[src/hw/rtl/stlp_pkg.sv]
`default_nettype none

package stlp_pkg;

   localparam int unsigned QUEUE_DEPTH  = 4;
   localparam int unsigned RESULT_DEPTH = 2;

   localparam logic [7:0] CHAR_NEWLINE = 8'h0A;
   localparam logic [7:0] CHAR_RETURN  = 8'h0D;
   localparam logic [7:0] CHAR_SEMI    = 8'h3B;
   localparam logic [7:0] CHAR_MINUS   = 8'h2D;
   localparam logic [7:0] CHAR_DOT     = 8'h2E;
   localparam logic [7:0] CHAR_ZERO    = 8'h30;
   localparam logic [7:0] CHAR_NINE    = 8'h39;

   localparam logic [9:0] MAG_MAX = 10'd999;

   typedef logic [2:0] cls_type;

   localparam cls_type CLS_OTHER   = 3'd0;
   localparam cls_type CLS_NEWLINE = 3'd1;
   localparam cls_type CLS_SEMI    = 3'd2;
   localparam cls_type CLS_MINUS   = 3'd3;
   localparam cls_type CLS_DOT     = 3'd4;
   localparam cls_type CLS_DIGIT   = 3'd5;

   typedef struct packed {
      cls_type    cls;
      logic [7:0] data;
   } item_type;

   typedef struct packed {
      logic [63:0]        name_hash;
      logic [7:0]         name_length;
      logic signed [10:0] temp_tenths;
   } result_type;

   function automatic cls_type classify(input logic [7:0] b);
      cls_type c;
      c = CLS_OTHER;
      if (b == CHAR_NEWLINE) begin
         c = CLS_NEWLINE;
      end else if (b == CHAR_SEMI) begin
         c = CLS_SEMI;
      end else if (b == CHAR_MINUS) begin
         c = CLS_MINUS;
      end else if (b == CHAR_DOT) begin
         c = CLS_DOT;
      end else if (b >= CHAR_ZERO && b <= CHAR_NINE) begin
         c = CLS_DIGIT;
      end
      return c;
   endfunction

   function automatic logic [9:0] mag_push(input logic [9:0] mag, input logic [3:0] digit);
      logic [13:0] v;
      v = (14'(mag) << 3) + (14'(mag) << 1) + 14'(digit);
      return (v > 14'(MAG_MAX)) ? MAG_MAX : v[9:0];
   endfunction

endpackage

`default_nettype wire

[src/hw/rtl/station_temperature_line_parser.sv]
// Parses a byte stream of lines "name;[-]d.d" or "name;[-]dd.d" ended by a newline and
// returns, for each line, a base-31 hash of the name, its length saturated at 255 and the
// temperature in signed tenths. One request byte is taken every cycle while req_full is low;
// a front stage classifies each byte and drops carriage returns, a request queue of
// QUEUE_DEPTH entries decouples it from the back stage, which folds one byte per cycle into
// the line state unless a newline waits on a full result queue. Results are registered in
// a result queue of RESULT_DEPTH entries that lets parsing continue while results wait.
`default_nettype none

module station_temperature_line_parser #(
   parameter int unsigned QUEUE_DEPTH  = stlp_pkg::QUEUE_DEPTH,
   parameter int unsigned RESULT_DEPTH = stlp_pkg::RESULT_DEPTH
) (
   input  wire logic               clock,
   input  wire logic               reset,
   input  wire logic               req_push,
   output logic                    req_full,
   input  wire logic [7:0]         req_in_byte,
   output logic                    rsp_empty,
   input  wire logic               rsp_pop,
   output logic        [63:0]      rsp_name_hash,
   output logic        [7:0]       rsp_name_length,
   output logic signed [10:0]      rsp_temp_tenths
);

   stlp_pkg::item_type     front_item;
   stlp_pkg::item_type     back_item;
   stlp_pkg::result_type   back_result;
   stlp_pkg::result_type   out_result;
   logic                   queue_push;
   logic                   queue_full;
   logic                   queue_empty;
   logic                   queue_pop;
   logic                   result_full;
   logic                   result_push;

   stlp_front u_front (
      .req_push    (req_push),
      .req_in_byte (req_in_byte),
      .req_full    (req_full),
      .queue_push  (queue_push),
      .queue_full  (queue_full),
      .queue_item  (front_item)
   );

   stlp_fifo #(
      .WIDTH ($bits(stlp_pkg::item_type)),
      .DEPTH (QUEUE_DEPTH)
   ) u_queue (
      .clock     (clock),
      .reset     (reset),
      .push      (queue_push),
      .push_data (front_item),
      .full      (queue_full),
      .pop       (queue_pop),
      .empty     (queue_empty),
      .pop_data  (back_item)
   );

   stlp_back u_back (
      .clock       (clock),
      .reset       (reset),
      .queue_empty (queue_empty),
      .queue_item  (back_item),
      .queue_pop   (queue_pop),
      .result_full (result_full),
      .result_push (result_push),
      .result      (back_result)
   );

   stlp_fifo #(
      .WIDTH ($bits(stlp_pkg::result_type)),
      .DEPTH (RESULT_DEPTH)
   ) u_result (
      .clock     (clock),
      .reset     (reset),
      .push      (result_push),
      .push_data (back_result),
      .full      (result_full),
      .pop       (rsp_pop),
      .empty     (rsp_empty),
      .pop_data  (out_result)
   );

   assign rsp_name_hash   = out_result.name_hash;
   assign rsp_name_length = out_result.name_length;
   assign rsp_temp_tenths = out_result.temp_tenths;

endmodule

`default_nettype wire

[src/hw/rtl/stlp_fifo.sv]
`default_nettype none

module stlp_fifo #(
   parameter int unsigned WIDTH = 8,
   parameter int unsigned DEPTH = 2
) (
   input  wire logic             clock,
   input  wire logic             reset,
   input  wire logic             push,
   input  wire logic [WIDTH-1:0] push_data,
   output logic                  full,
   input  wire logic             pop,
   output logic                  empty,
   output logic      [WIDTH-1:0] pop_data
);

   localparam int unsigned IDX_W = (DEPTH > 1) ? $clog2(DEPTH) : 1;
   localparam int unsigned CNT_W = $clog2(DEPTH + 1);

   logic [WIDTH-1:0] mem_ff [DEPTH];
   logic [IDX_W-1:0] wr_ptr_ff, wr_ptr_in;
   logic [IDX_W-1:0] rd_ptr_ff, rd_ptr_in;
   logic [CNT_W-1:0] count_ff, count_in;
   logic             do_push;
   logic             do_pop;

   assign full     = (count_ff == CNT_W'(DEPTH));
   assign empty    = (count_ff == '0);
   assign do_push  = push && !full;
   assign do_pop   = pop && !empty;
   assign pop_data = mem_ff[rd_ptr_ff];

   always_comb begin
      wr_ptr_in = wr_ptr_ff;
      rd_ptr_in = rd_ptr_ff;
      count_in  = count_ff;
      if (do_push) begin
         wr_ptr_in = (wr_ptr_ff == IDX_W'(DEPTH - 1)) ? '0 : wr_ptr_ff + 1'b1;
      end
      if (do_pop) begin
         rd_ptr_in = (rd_ptr_ff == IDX_W'(DEPTH - 1)) ? '0 : rd_ptr_ff + 1'b1;
      end
      if (do_push && !do_pop) begin
         count_in = count_ff + 1'b1;
      end else if (do_pop && !do_push) begin
         count_in = count_ff - 1'b1;
      end
   end

   always_ff @(posedge clock) begin
      if (reset) begin
         wr_ptr_ff <= '0;
         rd_ptr_ff <= '0;
         count_ff  <= '0;
      end else begin
         wr_ptr_ff <= wr_ptr_in;
         rd_ptr_ff <= rd_ptr_in;
         count_ff  <= count_in;
      end
   end

   always_ff @(posedge clock) begin
      if (do_push) begin
         mem_ff[wr_ptr_ff] <= push_data;
      end
   end

endmodule

`default_nettype wire

[src/hw/rtl/stlp_front.sv]
`default_nettype none

module stlp_front (
   input  wire logic                   req_push,
   input  wire logic [7:0]             req_in_byte,
   output logic                        req_full,
   output logic                        queue_push,
   input  wire logic                   queue_full,
   output stlp_pkg::item_type          queue_item
);

   // Carriage returns are taken from the stream and dropped here.
   assign req_full        = queue_full;
   assign queue_push      = req_push && (req_in_byte != stlp_pkg::CHAR_RETURN);
   assign queue_item.cls  = stlp_pkg::classify(req_in_byte);
   assign queue_item.data = req_in_byte;

endmodule

`default_nettype wire

[src/hw/rtl/stlp_back.sv]
`default_nettype none

module stlp_back (
   input  wire logic               clock,
   input  wire logic               reset,
   input  wire logic               queue_empty,
   input  wire stlp_pkg::item_type queue_item,
   output logic                    queue_pop,
   input  wire logic               result_full,
   output logic                    result_push,
   output stlp_pkg::result_type    result
);

   localparam logic [1:0] PH_NAME = 2'd0;
   localparam logic [1:0] PH_INT  = 2'd1;
   localparam logic [1:0] PH_DOT  = 2'd2;
   localparam logic [1:0] PH_DONE = 2'd3;

   logic [1:0]  phase_ff, phase_in;
   logic [63:0] hash_ff, hash_in;
   logic [7:0]  length_ff, length_in;
   logic [9:0]  mag_ff, mag_in;
   logic        neg_ff, neg_in;
   logic        is_newline;
   logic [9:0]  mag_final;
   logic [10:0] temp_abs;

   assign is_newline  = (queue_item.cls == stlp_pkg::CLS_NEWLINE);
   assign queue_pop   = !queue_empty && !(is_newline && result_full);
   assign result_push = queue_pop && is_newline;

   always_comb begin
      mag_final = mag_ff;
      if (phase_ff == PH_INT || phase_ff == PH_DOT) begin
         mag_final = stlp_pkg::mag_push(mag_ff, 4'd0);
      end
      temp_abs             = 11'(mag_final);
      result.name_hash     = hash_ff;
      result.name_length   = length_ff;
      result.temp_tenths   = (neg_ff && mag_final != '0) ? 11'(11'd0 - temp_abs) : temp_abs;
   end

   always_comb begin
      phase_in  = phase_ff;
      hash_in   = hash_ff;
      length_in = length_ff;
      mag_in    = mag_ff;
      neg_in    = neg_ff;
      if (queue_pop) begin
         if (is_newline) begin
            phase_in  = PH_NAME;
            hash_in   = '0;
            length_in = '0;
            mag_in    = '0;
            neg_in    = 1'b0;
         end else begin
            case (phase_ff)
               PH_NAME: begin
                  if (queue_item.cls == stlp_pkg::CLS_SEMI) begin
                     phase_in = PH_INT;
                  end else begin
                     hash_in = (hash_ff << 5) - hash_ff + 64'(queue_item.data);
                     if (length_ff != 8'hFF) begin
                        length_in = length_ff + 1'b1;
                     end
                  end
               end
               PH_INT: begin
                  if (queue_item.cls == stlp_pkg::CLS_MINUS) begin
                     neg_in = 1'b1;
                  end else if (queue_item.cls == stlp_pkg::CLS_DOT) begin
                     phase_in = PH_DOT;
                  end else if (queue_item.cls == stlp_pkg::CLS_DIGIT) begin
                     mag_in = stlp_pkg::mag_push(mag_ff, queue_item.data[3:0]);
                  end
               end
               PH_DOT: begin
                  if (queue_item.cls == stlp_pkg::CLS_DIGIT) begin
                     mag_in   = stlp_pkg::mag_push(mag_ff, queue_item.data[3:0]);
                     phase_in = PH_DONE;
                  end
               end
               default: begin
               end
            endcase
         end
      end
   end

   always_ff @(posedge clock) begin
      if (reset) begin
         phase_ff  <= PH_NAME;
         hash_ff   <= '0;
         length_ff <= '0;
         mag_ff    <= '0;
         neg_ff    <= 1'b0;
      end else begin
         phase_ff  <= phase_in;
         hash_ff   <= hash_in;
         length_ff <= length_in;
         mag_ff    <= mag_in;
         neg_ff    <= neg_in;
      end
   end

endmodule

`default_nettype wire

[config.mk]
export PLATFORM = sky130hd
export DESIGN_NAME = station_temperature_line_parser
export DESIGN_NICKNAME = d
export VERILOG_FILES = /design/src/hw/rtl/stlp_pkg.sv /design/src/hw/rtl/station_temperature_line_parser.sv /design/src/hw/rtl/stlp_fifo.sv /design/src/hw/rtl/stlp_front.sv /design/src/hw/rtl/stlp_back.sv
export SDC_FILE = /design/constraint.sdc
export NUM_CORES = 1
export LEC_CHECK = 0
export BUFFER_PORTS_ARGS = -buffer_cell sky130_fd_sc_hd__buf_2
export CORE_ASPECT_RATIO = 2
export CORE_MARGIN = 3
export CORE_UTILIZATION = 30
export CTS_CLUSTER_SIZE = 14
export DETAILED_ROUTE_END_ITERATION = 16
export PLACE_DENSITY = 0.47
export SLEW_MARGIN = 20
export SYNTH_ARGS = -nofsm -noshare
export SYNTH_HDL_FRONTEND = slang
export SYNTH_HIERARCHICAL = 1
export SYNTH_SLANG_ARGS = --single-unit
[constraint.sdc]
create_clock -name clock -period 6.22 [get_ports clock]
set_input_delay 0.622 -clock clock [delete_from_list [all_inputs] [get_ports clock]]
set_output_delay 0.622 -clock clock [all_outputs]
set_load 0.1 [all_outputs]
==> qor.yml, run 1 <==
clock_tree:
  clock_sinks: 309
  htree_levels: 1
  clk_path_buf_depth: 3
  cts-buffers-inserted: 31
  cts_tree: "yes"
  clkLatencyLatePin_ns: 0.59
  path_clk_slew_ns: 0.06
  cts_hold_buf: 0
  cts_root_buf: "clkbuf_16"
  cts_setup_buffers: 0
  ctsResizeCount: 0
timing:
  tightest_slew_ns: 1.02
  slew_viol_final: 0
  rsz0062_at_grt: "false"
  maxSlewHeadroom: 0.320
  finalHoldViolCount: 0
  min_period_ns: 4.81
  period_share: 0.773
  skew_ns: 0.0205
  setup_viol: 0
  setup_tns_ns: 0
  clock.fmax_ghz: 0.208
cells_and_area:
  drive_above_1_share: 0.185
  postLayoutCellArea_mm2: 0.0194
  register_area_mm2: 0.00829
  num-fill-cells: 5704
  syn_to_final_growth_pct: 13.2
  multi_input_area_mm2: 0.00811
  final_common_cell: "edfxtp_1"
  final_cell_mix: "210 x edfxtp_1, 146 x ha_1, 115 x inv_1, 102 x a21oi_1"
  n_antenna_cell: 0
  num-nets-final: 1782
setup_path:
  startpoint_type: "flip-flop"
  reg2reg_slack_ns: 1.41
  reg2reg_to: "u_back/hash_ff[47]"
  cp-end-kind: "flip-flop"
  reg2reg_depth: 15
  path_max_fanout: 11
  worstPathArrival_ns: 5.29
  path_class: "reg -> reg"
  crit_required_ns: 6.70
die:
  fp.dieW_um: 175
  die_area_mm2: 0.0601
  coreArea_mm2: 0.0563
  rows: 123
  start_util: 0.304
  die_y_um: 344
  io_pins: 97
yosys:
  synth_seq_cells: 309
  synthesis.nets: 1697
  synth_ff_type: "edfxtp_1"
  synthArstFlopShare: 0
  synth_cell_types: 96
  yosysWarnings: 6
  syn-instance-count: 1532
  yosysSeqAreaShare: 0.484
  synth-edff-count: 210
  synth_area_mm2: 0.0171
  syn_avg_cell_area_um2: 11.2
placement:
  placed_area_mm2: 0.0184
  hpwlAfterDp_mm: 34.9
  io_buffers: 96
  routabilityCongestion: 0.914
detailed_routing:
  wirelength_mm: 46.1
  drtAntennaViolNets: 0
  wl_per_cell_um: 19.3
  dr.pass1.iters: 5
  dr_total_vias: 12043
  drc: 0
  viasPerCell: 5.03
  drtIter0Drc: 474
global_route:
  grt_pass1_vias: 12588
  overflow: 0
  antenna_found_initial: 0
  grt_first_pass_wirelength_mm: 71.2
  grtUsageTotal: 0.152
  grt_start_max_net_pins: 61
worst_hold_path:
  hp-start: "req_in_byte[5]"
  min_path_cells: 1
  hold_path.class: "in -> reg"
  hold_end: "u_queue/mem_ff[3][5]"
job:
  maxCapViolations: 0
run_status:
  status: "completed"
critical path, cell delays in order (launching register included):
cell and delay [ns]:
dfxtp_1 0.79, mux4_2 0.63, ha_1 0.30, ha_1 0.17, inv_1 0.06, fa_1 0.40, nor2b_1 0.18, o2111ai_1 0.15
a21oi_1 0.27, o31a_1 0.24, a21o_1 0.16, a41oi_1 0.25, o41a_1 0.49, o41ai_1 0.31, xor2_1 0.12, a22o_1 0.20
worst max-delay path by stage:
stage	to	slack, ns	cells after the start	startpoint
after floorplan	u_result/mem_ff[1][0]	1.66	8	flip-flop
after global placement	u_back/hash_ff[47]	1.38	15	flip-flop
after detailed placement	u_back/hash_ff[47]	1.33	15	flip-flop
after CTS	u_back/hash_ff[47]	1.34	15	flip-flop
after global routing	u_back/hash_ff[47]	0.87	15	flip-flop
final	u_back/hash_ff[47]	1.41	15	flip-flop
registers in the layout, summed over array words and instances, names as in the netlist, named ones only:
register,count
u_result/mem_ff,166
u_back/hash_ff,64
u_queue/mem_ff,44
u_back/mag_ff,10
u_back/length_ff,8
u_queue/count_ff,3
u_back/phase_ff,2
u_queue/rd_ptr_ff,2
u_queue/wr_ptr_ff,2
u_result/count_ff,2
u_back/neg_ff,1
u_result/rd_ptr_ff,1
u_result/wr_ptr_ff,1
layout make-up:
| class | count | share of cell area |
|---|---|---|
| flip-flops and latches | 309 | 0.428 |
| clock inverters | 17 | 0.00775 |
| multi-input cells | 1048 | 0.418 |
| well taps | 750 | 0.0484 |
| repair buffers | 109 | 0.0305 |
| clock buffers | 41 | 0.0441 |
| inverters | 118 | 0.0232 |
Yosys cell counts, types with 28 or more instances:
cell type / number / area [um^2]
nand2_1: 99 / 372
a22oi_1: 28 / 210
o21ai_1: 35 / 175
a21o_1: 29 / 218
nor3_1: 28 / 140
clkbuf_1: 34 / 128
nor2_1: 98 / 368
inv_1: 116 / 435
o21ai_0: 36 / 180
ha_1: 146 / 1830
xnor2_1: 41 / 359
a21oi_1: 103 / 515
dfxtp_1: 99 / 1980
xor2_1: 42 / 368
edfxtp_1: 210 / 6310
mux2_2: 83 / 935
per-layer routing:
layer	routed length [um]	GRT usage	up-vias
li1	-	-	5822
met3	1470	0.0144	115
met2	26800	0.319	257
met1	15400	0.140	5849
met4	2400	0.0766	0
met5	0	0	-
through the flow:
step	hold slack, ns	std cells	util	setup WS, ns
after floorplan	0.446	1532	-	1.66
after global placement	0.459	2334	0.326	1.38
after detailed placement	0.466	2334	0.326	1.33
after CTS	0.269	2392	0.344	1.34
after global routing	0.298	2392	0.344	0.867
final	0.318	2392	0.344	1.41
cell families after synthesis:
logic type	after synthesis	share of synthesized area
AOI/OAI and AO/OA	359	0.142
xor gates and xnor gates	85	0.0444
adders and majority gates	153	0.115
buffers and inverters	175	0.0428
DFF	309	0.484
muxes	99	0.0720
and+or+nand+nor	352	0.100
Power of run 1 is left out: the tool's default activity adds up to more than one toggle a clock period on the data nets, which glitch-free logic cannot reach.
==> run 2, diff against run 1 <==
Clock period 6.22 ns to 5 ns, I/O delays scaled along.
==> run 2 against run 1 <==
Against the previous run: global-route usage fell by 0.080 points; register-to-register slack worse by 0.85 ns; first-iteration DRC count rose by 8.2%; setup slack got worse by 0.85 ns; worst hold slack lost 0.13 ns; die area unchanged.
==> qor.yml, run 2 (synthesis results as in run 1) <==
clock_tree:
  clk_path_buf_depth: 3  # unchanged
  path_clk_slew_ns: 0.07  # about the same
  clkLatencyLatePin_ns: 0.60  # about the same
  cts_root_buf: "clkbuf_16"
  cts_tree: "yes"
  clock_sinks: 309  # unchanged
  cts_hold_buf: 0  # unchanged
  ctsResizeCount: 0  # unchanged
  cts-buffers-inserted: 30  # -3.2%
  htree_levels: 1  # unchanged
  cts_setup_buffers: 0  # unchanged
setup_path:
  crit_required_ns: 5.49  # -1.21 ns
  startpoint_type: "flip-flop"
  cp-end-kind: "flip-flop"
  crit_top_cell: "ha_1"
  slowest_stage: "dfxtp_1"
  crit_chain: "mux4_2, ha_1, ha_1, inv_1, fa_1, nor2b_1, o2111ai_1, a21oi_1, o31a_1, a21o_1, a41oi_1, o41a_1, o41ai_1, xor2_1, a22o_1"
  slowest_delay_ns: 0.64  # -0.15 ns
  path_class: "reg -> reg"
  path_max_fanout: 11  # unchanged
  worstPathArrival_ns: 4.93  # -0.36 ns
die:
  die_area_mm2: 0.0601  # unchanged
  coreArea_mm2: 0.0563  # unchanged
  die_y_um: 344  # unchanged
  rows: 123  # unchanged
  io_pins: 97  # unchanged
  fp.dieW_um: 175  # unchanged
  start_util: 0.304  # unchanged
worst_hold_path:
  hp-start: "req_in_byte[5]"
  hold_path.class: "in -> reg"
global_route:
  antenna_found_initial: 0  # unchanged
  grt_first_pass_wirelength_mm: 70.6  # -0.71%
  grt_pass1_vias: 12502  # -0.68%
  overflow: 0  # unchanged
  grt_start_max_net_pins: 84  # +38%
  grtUsageTotal: 0.151  # -0.000803
cells_and_area:
  largest_register_ffs: 166  # unchanged
  n_antenna_cell: 0  # unchanged
  num-nets-final: 1789  # +0.39%
  final_cell_mix: "210 x edfxtp_1, 146 x ha_1, 115 x inv_1, 102 x a21oi_1"
  drive_above_1_share: 0.189  # +0.00479
  syn_to_final_growth_pct: 13.5
  num-fill-cells: 5682  # -0.39%
  top_register: "u_result/mem_ff"
  reg_top3: "u_result/mem_ff (166), u_back/hash_ff (64), u_queue/mem_ff (44)"
  final_common_cell: "edfxtp_1"
timing:
  clock.fmax_ghz: 0.225  # +8.3%
  setup_tns_ns: 0  # unchanged
  hold_ws_ns: 0.192  # -0.126 ns
  worst_slack_ns: 0.564  # -0.850 ns
  setup_viol: 0  # unchanged
  finalHoldViolCount: 0  # unchanged
  tightest_slew_ns: 1.09  # +0.0654 ns
  skew_ns: 0.0358  # +0.0154 ns
  min_period_ns: 4.44  # -0.370 ns
  slew_viol_final: 0  # unchanged
  period_share: 0.887  # +0.115
  rsz0062_at_grt: "false"
  maxSlewHeadroom: 0.276  # -0.0436
detailed_routing:
  viasPerCell: 5.01  # -0.48%
  wirelength_mm: 45.9  # -0.55%
  drt-met1-wl_mm: 15.2  # -1.2%
  drtAntennaViolNets: 0  # unchanged
  wl_met3_mm: 1.38  # -6.1%
  drc: 0  # unchanged
  wl_per_cell_um: 19.1  # -0.80%
  route.top_layer_used: "met4"
  met2_length_mm: 26.8  # -0.35%
  dr_total_vias: 12015  # -0.23%
  dr.pass1.iters: 5  # unchanged
  drtIter0Drc: 513  # +8.2%
placement:
  routabilityCongestion: 0.857  # -6.2%
  dp_slack_ns: 0.541  # -0.791 ns
  io_buffers: 96  # unchanged
  hpwlAfterDp_mm: 34.5  # -1.1%
job:
  maxCapViolations: 0  # unchanged
run_status:
  status: "completed"
-- run 2: final cells by class --
class / count / area, um^2 / area share
Sequential cell: 309 / 8290 / 0.427
Clock inverter: 14 / 97.6 / 0.00503
Timing Repair Buffer: 117 / 683 / 0.0352
Clock buffer: 42 / 855 / 0.0440
Inverter: 118 / 449 / 0.0231
Tap cell: 750 / 938 / 0.0483
Multi-Input combinational cell: 1048 / 8110 / 0.417
-- run 2: metrics by stage --
stage	utilization	area, um^2	instances
after floorplan	-	17100	1532
after global placement	0.327	18400	2341
after detailed placement	0.327	18400	2341
after CTS	0.344	19400	2397
after global routing	0.345	19400	2398
final	0.345	19400	2398
-- run 2: final timing paths --
| path | to | slack, ns | cells past startpoint |
|---|---|---|---|
| min | u_queue/mem_ff[2][5] | 0.19 | 1 |
| max reg2reg | u_back/hash_ff[47] | 0.56 | 15 |
| max | u_back/hash_ff[47] | 0.56 | 15 |
| min reg2reg | u_back/hash_ff[60] | 0.47 | 2 |
-- run 2: metal layers --
metal,up-vias,track usage
met4,0,0.0811
met5,-,0
met3,114,0.0150
met2,255,0.316
met1,5802,0.138
li1,5844,-
-- run 2: worst max-delay path, delay by kind of cell (launching register included) --
family                     cells  cell delay, ns
and+or+nand+nor                1            0.18
DFF                            1            0.64
muxes                          1            0.41
buffers and inverters          1            0.06
AOI/OAI and AO/OA              8            2.08
adders and majority gates      3            0.88
xor gates and xnor gates       1            0.11
Power of run 2 is left out for the same reason.
==> run 3, diff against run 2 <==
Settings changed: CORE_ASPECT_RATIO 2 to default.
==> run 3 against run 2 <==
Against the previous run: register-to-register slack lost 0.16 ns; via count shrank 1.2%; cell area grew 0.64%; count of clock-buffer cells in the layout grew 6; sequential cell count is the same; worst hold slack gained 0.065 ns; utilization grew 0.59 points; sequential share of layout area shrank 0.27 points; first-iteration DRC count grew 25%; maximum frequency shrank 3.4%; setup slack lost 0.16 ns; global-route usage shrank 1.0 points.
==> qor.yml, run 3 (synthesis results as in run 1) <==
die:
  io_pins: 97  # unchanged
  die_y_um: 245  # -29%
  rows: 86  # -30%
  start_util: 0.307  # +0.00321
  coreArea_mm2: 0.0557  # -1.0%
  die_area_mm2: 0.0600  # -0.29%
  fp.dieW_um: 245  # +40%
timing:
  period_share: 0.918  # +0.0313
  skew_ns: 0.0142  # -0.0217 ns
  worst_slack_ns: 0.408  # -0.157 ns
  slew_viol_final: 0  # unchanged
  setup_viol: 0  # unchanged
  min_period_ns: 4.59  # +0.157 ns
  finalHoldViolCount: 0  # unchanged
  rsz0062_at_grt: "false"
  tightest_slew_ns: 1.05  # -0.0365 ns
  setup_tns_ns: 0  # unchanged
  maxSlewHeadroom: 0.295  # +0.0189
  clock.fmax_ghz: 0.218  # -3.4%
worst_hold_path:
  hold_path.class: "in -> reg"
setup_path:
  crit_required_ns: 5.43  # -0.06 ns
  crit_chain: "mux4_2, ha_1, ha_1, inv_1, fa_1, nor2b_1, o2111ai_1, a21oi_1, o31a_1, a21o_1, a41oi_1, o41a_1, o41ai_1, xor2_1, a22o_1"
  worstPathArrival_ns: 5.03  # +0.10 ns
  slowest_delay_ns: 0.60  # -0.04 ns
  slowest_stage: "dfxtp_1"
  startpoint_type: "flip-flop"
  cp-end-kind: "flip-flop"
  path_class: "reg -> reg"
  crit_top_cell: "ha_1"
  path_max_fanout: 7  # -4
  reg2reg_slack_ns: 0.41  # -0.16 ns
detailed_routing:
  drtIter0Drc: 640  # +25%
  wirelength_mm: 42.0  # -8.5%
  viasPerCell: 4.95  # -1.2%
  drc: 0  # unchanged
  drtAntennaViolNets: 0  # unchanged
  dr_total_vias: 11867  # -1.2%
  dr.pass1.iters: 5  # unchanged
  wl_per_cell_um: 17.5  # -8.5%
clock_tree:
  cts_hold_buf: 0  # unchanged
  cts-buffers-inserted: 36  # +20%
  ctsResizeCount: 0  # unchanged
  clk_path_buf_depth: 3  # unchanged
  clkLatencyLatePin_ns: 0.53  # -0.07 ns
  cts_tree: "yes"
  clock_sinks: 309  # unchanged
  cts_root_buf: "clkbuf_16"
  cts_setup_buffers: 0  # unchanged
  path_clk_slew_ns: 0.07  # about the same
  htree_levels: 2  # +1
cells_and_area:
  final_cell_mix: "210 x edfxtp_1, 146 x ha_1, 115 x inv_1, 102 x a21oi_1"
  top_register: "u_result/mem_ff"
  largest_register_ffs: 166  # unchanged
  num-nets-final: 1790  # +0.056%
  num-fill-cells: 5631  # -0.90%
  final_common_cell: "edfxtp_1"
  drive_above_1_share: 0.187  # -0.00265
  n_antenna_cell: 0  # unchanged
  reg_top3: "u_result/mem_ff (166), u_back/hash_ff (64), u_queue/mem_ff (44)"
  syn_to_final_growth_pct: 14.2
global_route:
  antenna_found_initial: 1  # +1
  overflow: 0  # unchanged
  grt_start_max_net_pins: 54  # -36%
  grtUsageTotal: 0.141  # -0.0105
  grt_pass1_vias: 11757  # -6.0%
  grt_first_pass_wirelength_mm: 66.9  # -5.3%
placement:
  routabilityCongestion: 0.857  # about the same
  hpwlAfterDp_mm: 30.1  # -13%
  dp_slack_ns: 0.303  # -0.238 ns
  io_buffers: 96  # unchanged
run_status:
  status: "completed"
job:
  maxCapViolations: 0  # unchanged
-- run 3: final timing paths --
path / start / endpoint / cells after the start
worst max-delay path: flip-flop / u_back/hash_ff[47] / 15
worst min-delay path: req_in_byte[7] / u_queue/mem_ff[2][7] / 1
worst max register to register: flip-flop / u_back/hash_ff[47] / 15
worst min register to register: u_back/hash_ff[60] / u_back/hash_ff[60] / 2
-- run 3: worst max-delay path: cells and delay by family (launching register included) --
family                   cells  cell delay (ns)
multiplexers                 1             0.59
adder cells (fa/ha/maj)      3             0.88
XOR/XNOR                     1             0.11
buffers and inverters        1             0.06
AO/OA/AOI/OAI                8             2.06
AND/OR/NAND/NOR              1             0.18
flip-flops                   1             0.60
-- run 3: final cells by class --
type / instances / area (um^2) / share of cell area
Clock buffer: 48 / 987 / 0.0505
Clock inverter: 15 / 156 / 0.00800
Inverter: 118 / 449 / 0.0230
Multi-Input combinational cell: 1048 / 8110 / 0.415
Sequential cell: 309 / 8290 / 0.424
Tap cell: 748 / 936 / 0.0479
Timing Repair Buffer: 112 / 613 / 0.0314
-- run 3: metrics by stage --
stage                     hold slack [ns]   util  area (um^2)  instances
after floorplan                     0.446      -        17100       1532
after global placement              0.464  0.330        18400       2335
after detailed placement            0.474  0.330        18400       2335
after CTS                           0.221  0.351        19500       2398
after global routing                0.238  0.351        19500       2398
final                               0.257  0.351        19500       2398
-- run 3: per-layer routing --
metal | up-vias | global-route usage | part of all wire
met5 | - | 0 | 0
met4 | 0 | 0.0452 | 0.026
met3 | 57 | 0.0234 | 0.043
met2 | 239 | 0.219 | 0.44
met1 | 5733 | 0.199 | 0.49
li1 | 5838 | - | -
Power of run 3 is left out for the same reason.
